--- config.mk ---
export PLATFORM = sky130hd
export DESIGN_NAME = peer_message_framer
export DESIGN_NICKNAME = d
export VERILOG_FILES = /design/src/pmf_pkg.sv /design/src/pmf_scanner.sv /design/src/peer_message_framer.sv
export SDC_FILE = /design/constraint.sdc
export NUM_CORES = 1
export LEC_CHECK = 0
export ABC_AREA = 1
export BUFFER_PORTS_ARGS = -buffer_cell sky130_fd_sc_hd__buf_2
export CORE_ASPECT_RATIO = 2
export CORE_UTILIZATION = 35
export CTS_BUF_LIST = sky130_fd_sc_hd__clkbuf_16
export DETAILED_ROUTE_END_ITERATION = 10
export HOLD_SLACK_MARGIN = 0.08
export PLACE_DENSITY_LB_ADDON = 0.15
export SLEW_MARGIN = 20
export SYNTH_ARGS = -nofsm -noshare
export SYNTH_HDL_FRONTEND = slang
export SYNTH_SLANG_ARGS = --single-unit
--- constraint.sdc ---
create_clock -name clk -period 3 [get_ports clk]
set_input_delay 0.6 -clock clk [delete_from_list [all_inputs] [get_ports clk]]
set_output_delay 0.6 -clock clk [all_outputs]
set_load 0.01 [all_outputs]
--- src/pmf_pkg.sv ---
package pmf_pkg;

	// scan capacity of one buffer, in bytes
	localparam int unsigned BufferBytes = 65536;
	localparam int unsigned OffsetWidth = 17;
	localparam int unsigned LengthWidth = 32;

	// message length fields required by the fixed-size ids
	localparam logic [LengthWidth-1:0] LenSimple  = 32'h1;
	localparam logic [LengthWidth-1:0] LenHave    = 32'h5;
	localparam logic [LengthWidth-1:0] LenRequest = 32'hd;
	localparam logic [LengthWidth-1:0] LenPort    = 32'h3;

	// message ids
	localparam logic [7:0] IdInterested = 8'd3;
	localparam logic [7:0] IdHave       = 8'd4;
	localparam logic [7:0] IdBitfield   = 8'd5;
	localparam logic [7:0] IdRequest    = 8'd6;
	localparam logic [7:0] IdPiece      = 8'd7;
	localparam logic [7:0] IdCancel     = 8'd8;
	localparam logic [7:0] IdPort       = 8'd9;

	typedef enum logic [1:0] {
		PH_LEN = 2'd0,
		PH_ID  = 2'd1,
		PH_PAY = 2'd2
	} phase_t;

	typedef enum logic [1:0] {
		ST_COMPLETE = 2'd0,
		ST_PARTIAL  = 2'd1,
		ST_UNKNOWN  = 2'd2
	} status_t;

	typedef struct packed {
		logic [OffsetWidth-1:0] complete_bytes;
		status_t                status;
	} result_t;

	// true when an id byte may carry the given message length
	function automatic logic id_accepts(input logic [7:0] id, input logic [LengthWidth-1:0] len);
		logic ok;
		ok = 1'b0;
		if (id <= IdInterested) begin
			ok = (len == LenSimple);
		end else if (id == IdHave) begin
			ok = (len == LenHave);
		end else if (id == IdRequest || id == IdCancel) begin
			ok = (len == LenRequest);
		end else if (id == IdPort) begin
			ok = (len == LenPort);
		end else if (id == IdBitfield || id == IdPiece) begin
			ok = (len != '0);
		end
		return ok;
	endfunction

endpackage

--- src/pmf_scanner.sv ---
module pmf_scanner (
	input  logic              clk,
	input  logic              arst_n,
	input  logic              take,
	input  logic [7:0]        data_byte,
	input  logic              end_of_buffer,
	output pmf_pkg::result_t  result
);

	localparam logic [pmf_pkg::OffsetWidth-1:0] Limit =
		pmf_pkg::OffsetWidth'(pmf_pkg::BufferBytes);

	pmf_pkg::phase_t                    phase_q, phase_n;
	logic [1:0]                         hdr_cnt_q, hdr_cnt_n;
	logic [pmf_pkg::LengthWidth-1:0]    msg_len_q, msg_len_n;
	logic [pmf_pkg::LengthWidth-1:0]    remain_q, remain_n;
	logic [pmf_pkg::OffsetWidth-1:0]    start_q, start_n;
	logic [pmf_pkg::OffsetWidth-1:0]    offset_q, offset_n;
	logic                               stopped_q, stopped_n;
	logic [pmf_pkg::LengthWidth-1:0]    len_shift;
	logic [pmf_pkg::LengthWidth-1:0]    len_minus;
	logic [pmf_pkg::LengthWidth-1:0]    rem_minus;

	assign len_shift = {msg_len_q[pmf_pkg::LengthWidth-9:0], data_byte};
	assign len_minus = msg_len_q - pmf_pkg::LengthWidth'(1);
	assign rem_minus = remain_q - pmf_pkg::LengthWidth'(1);

	// next scan state for the incoming word
	always_comb begin
		phase_n   = phase_q;
		hdr_cnt_n = hdr_cnt_q;
		msg_len_n = msg_len_q;
		remain_n  = remain_q;
		start_n   = start_q;
		offset_n  = offset_q;
		stopped_n = stopped_q;
		if (!stopped_q && offset_q < Limit) begin
			offset_n = offset_q + pmf_pkg::OffsetWidth'(1);
			case (phase_q)
				pmf_pkg::PH_LEN: begin
					msg_len_n = len_shift;
					if (hdr_cnt_q == 2'd3) begin
						hdr_cnt_n = 2'd0;
						if (len_shift == '0) begin
							start_n = offset_n;
						end else begin
							phase_n = pmf_pkg::PH_ID;
						end
					end else begin
						hdr_cnt_n = hdr_cnt_q + 2'd1;
					end
				end
				pmf_pkg::PH_ID: begin
					if (!pmf_pkg::id_accepts(data_byte, msg_len_q)) begin
						stopped_n = 1'b1;
					end else if (len_minus == '0) begin
						start_n   = offset_n;
						phase_n   = pmf_pkg::PH_LEN;
						msg_len_n = '0;
						remain_n  = '0;
					end else begin
						remain_n = len_minus;
						phase_n  = pmf_pkg::PH_PAY;
					end
				end
				pmf_pkg::PH_PAY: begin
					remain_n = rem_minus;
					if (rem_minus == '0) begin
						start_n   = offset_n;
						phase_n   = pmf_pkg::PH_LEN;
						msg_len_n = '0;
					end
				end
				default: begin
					phase_n = pmf_pkg::PH_LEN;
				end
			endcase
		end
	end

	// report for the last word of a buffer
	always_comb begin
		result.complete_bytes = start_n;
		if (stopped_n) begin
			result.status = pmf_pkg::ST_UNKNOWN;
		end else if (phase_n != pmf_pkg::PH_LEN || hdr_cnt_n != 2'd0) begin
			result.status = pmf_pkg::ST_PARTIAL;
		end else begin
			result.status = pmf_pkg::ST_COMPLETE;
		end
	end

	// scan state, cleared again after each buffer
	always_ff @(posedge clk or negedge arst_n) begin
		if (!arst_n) begin
			phase_q   <= pmf_pkg::PH_LEN;
			hdr_cnt_q <= '0;
			msg_len_q <= '0;
			remain_q  <= '0;
			start_q   <= '0;
			offset_q  <= '0;
			stopped_q <= 1'b0;
		end else if (take) begin
			if (end_of_buffer) begin
				phase_q   <= pmf_pkg::PH_LEN;
				hdr_cnt_q <= '0;
				msg_len_q <= '0;
				remain_q  <= '0;
				start_q   <= '0;
				offset_q  <= '0;
				stopped_q <= 1'b0;
			end else begin
				phase_q   <= phase_n;
				hdr_cnt_q <= hdr_cnt_n;
				msg_len_q <= msg_len_n;
				remain_q  <= remain_n;
				start_q   <= start_n;
				offset_q  <= offset_n;
				stopped_q <= stopped_n;
			end
		end
	end

endmodule

--- src/peer_message_framer.sv ---
// Peer message framer.
// Input channel (byte_valid / byte_stall): one buffer word per cycle unless
// stalled, data_byte with end_of_buffer high on the last word. Words are split
// into length-prefixed peer messages (4-byte big-endian length, id, payload).
// Output channel (result_valid / result_stall): one result per buffer, given
// for its last word: complete_bytes covered by complete valid messages and a
// status (0 all complete, 1 partial message at the end, 2 unknown message).
// A result is registered: the last word lands in the input register, and the
// result register is loaded from the scan logic when the scanner takes that
// word. Throughput: one word per cycle while byte_stall is low; the next scan
// state is computed combinationally from each word. While a result waits
// under result_stall, words keep flowing until a second last word reaches the
// scanner; then byte_stall rises until the result is taken. Reset clears the
// scan state and both valid flags; after each last word the scanner returns
// to its reset state for the next buffer.
module peer_message_framer (
	input  logic                            clk,
	input  logic                            arst_n,
	input  logic                            byte_valid,
	output logic                            byte_stall,
	input  logic [7:0]                      data_byte,
	input  logic                            end_of_buffer,
	output logic                            result_valid,
	input  logic                            result_stall,
	output logic [pmf_pkg::OffsetWidth-1:0] complete_bytes,
	output logic [1:0]                      status
);

	logic              valid_s1;
	logic [7:0]        data_s1;
	logic              eob_s1;
	logic              take;
	logic              res_valid_q;
	pmf_pkg::result_t  res_c;
	pmf_pkg::result_t  res_q;

	// scanner moves unless a last word meets a result still waiting
	assign take       = valid_s1 && (!eob_s1 || !res_valid_q || !result_stall);
	assign byte_stall = valid_s1 && !take;

	// input register
	always_ff @(posedge clk or negedge arst_n) begin
		if (!arst_n) begin
			valid_s1 <= 1'b0;
		end else if (!byte_stall) begin
			valid_s1 <= byte_valid;
		end
	end

	always_ff @(posedge clk) begin
		if (!byte_stall && byte_valid) begin
			data_s1 <= data_byte;
			eob_s1  <= end_of_buffer;
		end
	end

	pmf_scanner u_scanner (
		.clk           (clk),
		.arst_n        (arst_n),
		.take          (take),
		.data_byte     (data_s1),
		.end_of_buffer (eob_s1),
		.result        (res_c)
	);

	// result register
	always_ff @(posedge clk or negedge arst_n) begin
		if (!arst_n) begin
			res_valid_q <= 1'b0;
		end else if (take && eob_s1) begin
			res_valid_q <= 1'b1;
		end else if (!result_stall) begin
			res_valid_q <= 1'b0;
		end
	end

	always_ff @(posedge clk) begin
		if (take && eob_s1) begin
			res_q <= res_c;
		end
	end

	assign result_valid   = res_valid_q;
	assign complete_bytes = res_q.complete_bytes;
	assign status         = res_q.status;

endmodule

==> impl_metrics.json, run 1 <==
{
  "status": "complete, no violations",
  "die_h_microns": 229,
  "drt_iter0_drc": 415,
  "ys_top_cells_by_area": "dfrtp_1, nand2_1, edfxtp_1",
  "critical_path.top_delay_family": "simple AND/OR/NAND/NOR gates",
  "cpMaxStageDelayCell": "dfrtp_1",
  "rr_startpoint": "u_scanner.msg_len_q[5]",
  "fillers": 2626,
  "ys_ff_latch": 133,
  "grt-ovfl-total": 0,
  "fin_area_sq_um": 11000,
  "die_w_microns": 115,
  "critical_path_class": "flop to flop",
  "worstPathCellList": "nor2_2 > nand2_2 > nor2_8 > buf_4 > nand2_2 > nand2_1 > nand2_1 > nor3_2 > buf_4 > nand3_2 > buf_4 > o21ai_2 > nand3_4 > clkbuf_16 > nand2_1 > o21ai_1",
  "post_dp_cell_area_sq_um": 10000,
  "fin_cells": 1751,
  "port_buffers": 33,
  "drv_cap": 0,
  "initial_core_util": 0.358,
  "vias_per_cell": 4.99,
  "met3_usage": 0.0398,
  "clkSlewWorstSetupHoldPaths_ps": 60,
  "ys_seq_area_frac": 0.386,
  "worst_ep_arrival_time_ps": 3250,
  "setup_viol": 0,
  "slew_headroom": 0.542,
  "grt_pass1_vias": 9083,
  "grtUsageTotal": 0.258,
  "cts_buffers": 17,
  "ff2ff_path_depth": 16,
  "synthCells": 1289,
  "dp.cells": 1699,
  "power.density_nw_per_um2": 952,
  "period_needed_ps": 2920,
  "die_area_sq_um": 26400,
  "cp_max_fo": 16,
  "worstPathRequired_ps": 3330,
  "reg2reg_slack_ps": 80,
  "yosysTopAreaCell": "dfrtp_1",
  "grt_pass1_wl_microns": 49600,
  "tritoncts": "done",
  "fin_skew_ps": 9.55,
  "seqPwrFrac": 0.238,
  "synthesis.nets": 1315,
  "hpwl_microns": 24800,
  "cts_num_sinks": 133,
  "register_area_sq_um": 3470,
  "diodes": 0,
  "crit_path_end_kind": "flop",
  "cp-start-kind": "flop",
  "met2_usage": 0.498,
  "first_pass_iters": 5,
  "gp_congestion": 0.930,
  "fp-row-count": 82,
  "antenna_found_initial": 0,
  "finalMaxSlewViolations": 0,
  "crit_buf_inv": 4,
  "synth_top_area_share": 0.292,
  "max_freq_ghz": 0.343,
  "p_comb_frac": 0.575,
  "worst-path-stages": 16,
  "vdd_drop_max_mv": 0.430,
  "ant_nets": 0,
  "syn_area_sq_um": 8990,
  "synth_area_per_cell_sq_um": 6.98,
  "hold_path.class": "input pin to async pin",
  "final_cell_mix": "nand2_1, nor2_1, inv_1, dfrtp_1, buf_4",
  "r2r_end": "u_scanner.msg_len_q[30]",
  "gr-usage-met1": 0.222,
  "worst_slew_pin_slew_ps": 684,
  "fp.coreArea_sq_um": 25100,
  "wl_per_cell_microns": 18.7,
  "p_sw_frac": 0.497,
  "rsz0062_at_grt": "yes",
  "final_common_cell": "nand2_1",
  "p_int_mw": 5.28,
  "power_switching_mw": 5.22,
  "root_buffer": "clkbuf_16",
  "fin_crit_sh": 0.972,
  "yosysWarningCount": 0,
  "wirelength_microns": 32700,
  "hold_viol": 0,
  "final_layout_size_suffix_gt1_frac": 0.224,
  "p_leak_nw": 5.39,
  "area_growth_pct": 22.6,
  "vias": 8736,
  "tns_ps": 0,
  "multi_input_area_sq_um": 5080,
  "drc_errors": 0,
  "clkLatencyLatePin_ps": 450,
  "clkPwrFrac": 0.187,
  "hold_buffers": 0,
  "slowest_delay_ps": 460,
  "num_io_pins": 34,
  "synthDistinctLibCells": 41,
  "cts_htree_levels": 4,
  "ctsLongestPathBuffers": 2,
  "grt_max_degree": 65,
  "busiest_layer": "met2",
  "nets": 1428
}
## how the worst max path moves through the flow
stage | from | end | slack, ps
floorplan | u_scanner.msg_len_q[0] | complete_bytes[14] | 520
global placement | u_scanner.msg_len_q[1] | u_scanner.msg_len_q[4] | -40
detailed placement | u_scanner.msg_len_q[1] | complete_bytes[3] | -80
CTS | u_scanner.remain_q[1] | u_scanner.start_q[5] | 40
global route | u_scanner.msg_len_q[1] | u_scanner.start_q[5] | -40
finish | u_scanner.msg_len_q[5] | u_scanner.msg_len_q[30] | 80
## per-layer routing
layer	part of all wire	vias to the layer above
li1	-	4356
met1	0.31	4042
met2	0.57	207
met3	0.025	131
met4	0.098	0
met5	0	-
## per-stage QoR
stage,power (mW),utilization,hold slack (ps),worst slack [ps]
after CTS,9.89,0.420,156,40.0
after global routing,11.3,0.439,192,-44.4
after global placement,7.85,0.398,463,-44.5
final,10.5,0.439,152,83.0
after floorplan,5.94,-,304,519
after detailed placement,7.86,0.398,465,-84.6
## layout make-up
type	count	share of cell area
Sequential cell	133	0.315
Timing Repair Buffer	125	0.0908
Multi-Input combinational cell	989	0.461
Inverter	136	0.0465
Clock buffer	17	0.0386
Clock inverter	15	0.00976
Tap cell	336	0.0381
## flip-flops by register name (all words and copies together), names as in the netlist, 8 cells and up
signal,cells
u_scanner.start_q,17
complete_bytes,17
data_s1,8
u_scanner.msg_len_q,32
u_scanner.remain_q,32
u_scanner.offset_q,17
## power groups by stage
stage	clock network, mW	registers, mW	logic [mW]
after floorplan	0	2.43	3.51
after detailed placement	0	2.49	5.37
after global placement	0	2.49	5.36
final	1.96	2.50	6.04
after global routing	2.05	2.54	6.69
after CTS	2.00	2.46	5.42
## synth_stat cells, drive strengths merged
cell / instances
inv: 134
nor2: 191
nand4: 22
o21ai: 108
dfrtp: 105
edfxtp: 28
a21oi: 15
a31oi: 1
nand3: 88
o22ai: 16
or2: 2
ha: 13
nor3: 17
clkinv: 2
nand2: 478
clkbuf: 17
xor2: 15
a311oi: 1
o32ai: 4
and2: 1
buf: 15
o21bai: 1
a21o: 1
o211ai: 4
nand3b: 10
## kinds of logic (layout without fill, tap and decap cells)
family / after synthesis / in the layout / share of synthesized area
fa+ha+maj: 13 / 13 / 0.0181
flops: 133 / 133 / 0.386
xor+xnor: 15 / 15 / 0.0154
buf+inv: 168 / 293 / 0.0779
compound gates: 151 / 151 / 0.0998
simple gates: 809 / 810 / 0.403
## repair_timing
action / in CTS / in global routing
pin swaps: 0 / 18
endpoints found under the setup margin: 43 / 83
setup buffers: 0 / 14
resized for setup: 4 / 67
cloned: 0 / 6
Note: power is estimated with default switching activity, not from simulation.
==> run 2, diff against run 1 <==
CORE_UTILIZATION = 38   (was 35)
==> run 2 against run 1 <==
Net effect:
- combinational power shrank 6.8%
- sequential cell count is the same
- first-iteration DRC count shrank 7.7%
- clock power grew 8%
- core utilization grew 2.5 points
- largest cell class unchanged
- power shrank 2.2%
==> impl_metrics.json, run 2 (synthesis results as in run 1) <==
{
  "hold_viol": 0,
  "first_pass_iters": 5,
  "ff2ff_path_depth": 15,
  "cts_htree_levels": 4,
  "antenna_found_initial": 0,
  "post_dp_cell_area_sq_um": 10000,
  "timing.hold.ws_ps": 77.5,
  "final_cell_mix": "nand2_1, nor2_1, inv_1, dfrtp_1, buf_4",
  "period_needed_ps": 2880,
  "crit_top_cell": "nand2_1",
  "critical_path_class": "flop to flop",
  "die_h_microns": 220,
  "port_buffers": 33,
  "grt_pass1_vias": 8986,
  "fin_cells": 1694,
  "gp_congestion": 0.952,
  "worst_slew_pin_slew_ps": 691,
  "nets": 1424,
  "diodes": 0,
  "final_layout_size_suffix_gt1_frac": 0.211,
  "dp.cells": 1656,
  "vias_per_cell": 5.19,
  "status": "complete, no violations",
  "cpMaxStageDelayCell": "dfrtp_1",
  "tns_ps": 0,
  "vdd_drop_max_mv": 0.449,
  "fin_area_sq_um": 10800,
  "drv_cap": 0,
  "ctsLongestPathBuffers": 2,
  "rsz0062_at_grt": "yes",
  "slowest_delay_ps": 410,
  "tritoncts": "done",
  "final_common_cell": "nand2_1",
  "vias": 8793,
  "root_buffer": "clkbuf_16",
  "die_area_sq_um": 24300,
  "area_growth_pct": 19.7,
  "cp-start-kind": "flop",
  "clkLatencyLatePin_ps": 450,
  "grt_max_degree": 83,
  "cts_buffers": 17,
  "fin_util": 0.464,
  "wirelength_microns": 31100,
  "initial_core_util": 0.387,
  "biggestRegsByFlops": "u_scanner.msg_len_q x32, u_scanner.remain_q x32",
  "die_w_microns": 111,
  "hold_buffers": 0,
  "fin_crit_sh": 0.959,
  "power.density_nw_per_um2": 954,
  "worst_ep_arrival_time_ps": 3250,
  "grt_pass1_wl_microns": 47600,
  "critPathLaunch": "u_scanner.remain_q[1]",
  "rr_startpoint": "u_scanner.remain_q[1]",
  "drt_iter0_drc": 383,
  "reg2reg_slack_ps": 120,
  "grtUsageTotal": 0.264,
  "grt-ovfl-total": 0,
  "power.total_mw": 10.3,
  "finalMaxSlewViolations": 0,
  "fin_skew_ps": 8.46,
  "worstPathCellList": "inv_1 > ha_2 > nand3_1 > inv_2 > nand4_1 > xor2_1 > nor2_1 > nand3_2 > nand2_4 > nand2_1 > nand2_2 > nand3_4 > buf_12 > nand2_1 > o21ai_2",
  "max_freq_ghz": 0.347,
  "slew_headroom": 0.538,
  "hpwl_microns": 24300,
  "cp_max_fo": 64,
  "worstPathRequired_ps": 3370,
  "r2r_end": "u_scanner.msg_len_q[13]",
  "fp-row-count": 79,
  "pre_cts_ws_ps": 47.2,
  "wl_per_cell_microns": 18.3,
  "p_leak_nw": 5.35,
  "crit_path_end_kind": "flop",
  "num_io_pins": 34,
  "drc_errors": 0,
  "setup_viol": 0,
  "cts_num_sinks": 133,
  "fp.coreArea_sq_um": 23200,
  "fin_ws_ps": 122,
  "hold_path.class": "input pin to async pin",
  "ant_nets": 0,
  "clkSlewWorstSetupHoldPaths_ps": 60
}
## run 2: worst max-delay path by stage
stage | slack, ps | to | depth (start not counted)
3_5_place_dp | 50 | complete_bytes[4] | 18
3_3_place_gp | 20 | complete_bytes[4] | 18
6_report | 120 | u_scanner.msg_len_q[13] | 15
4_1_cts | 10 | u_scanner.start_q[15] | 14
2_1_floorplan | 520 | complete_bytes[14] | 17
5_1_grt | -20 | u_scanner.msg_len_q[4] | 18
## run 2: repair_timing
item / CTS / global route
hold endpoints to repair: 0 / 0
buffers inserted: 0 / 5
endpoints found under the setup margin: 0 / 84
resized for setup: 0 / 41
## run 2: power by group
group	internal, mW	switching (mW)	total [mW]
combinational	1.87	3.77	5.63
clock	1.23	0.898	2.12
sequential	2.14	0.370	2.51
## run 2: cell type report
class	instances	area (sq um)
fillers	2372	12500
multi-input cells	989	4970
well taps	283	354
flip-flops and latches	133	3470
repair buffers	121	878
clock inverters	15	155
clock buffers	17	425
inverters	136	513
## run 2: layer usage
metal | GRT usage | vias to the layer above | share of wire
met5 | 0 | - | 0
met4 | 0.263 | 0 | 0.099
met3 | 0.0393 | 124 | 0.027
met2 | 0.527 | 203 | 0.57
met1 | 0.208 | 4098 | 0.31
li1 | - | 4368 | -
## run 2: worst max-delay path: cells and delay by family (launching register included)
kind / cells / cell delay [ps]
buffers and inverters: 3 / 560
and+or+nand+nor: 9 / 1100
xor gates and xnor gates: 1 / 370
adders and majority gates: 1 / 250
AOI/OAI and AO/OA: 1 / 70
DFF: 1 / 410
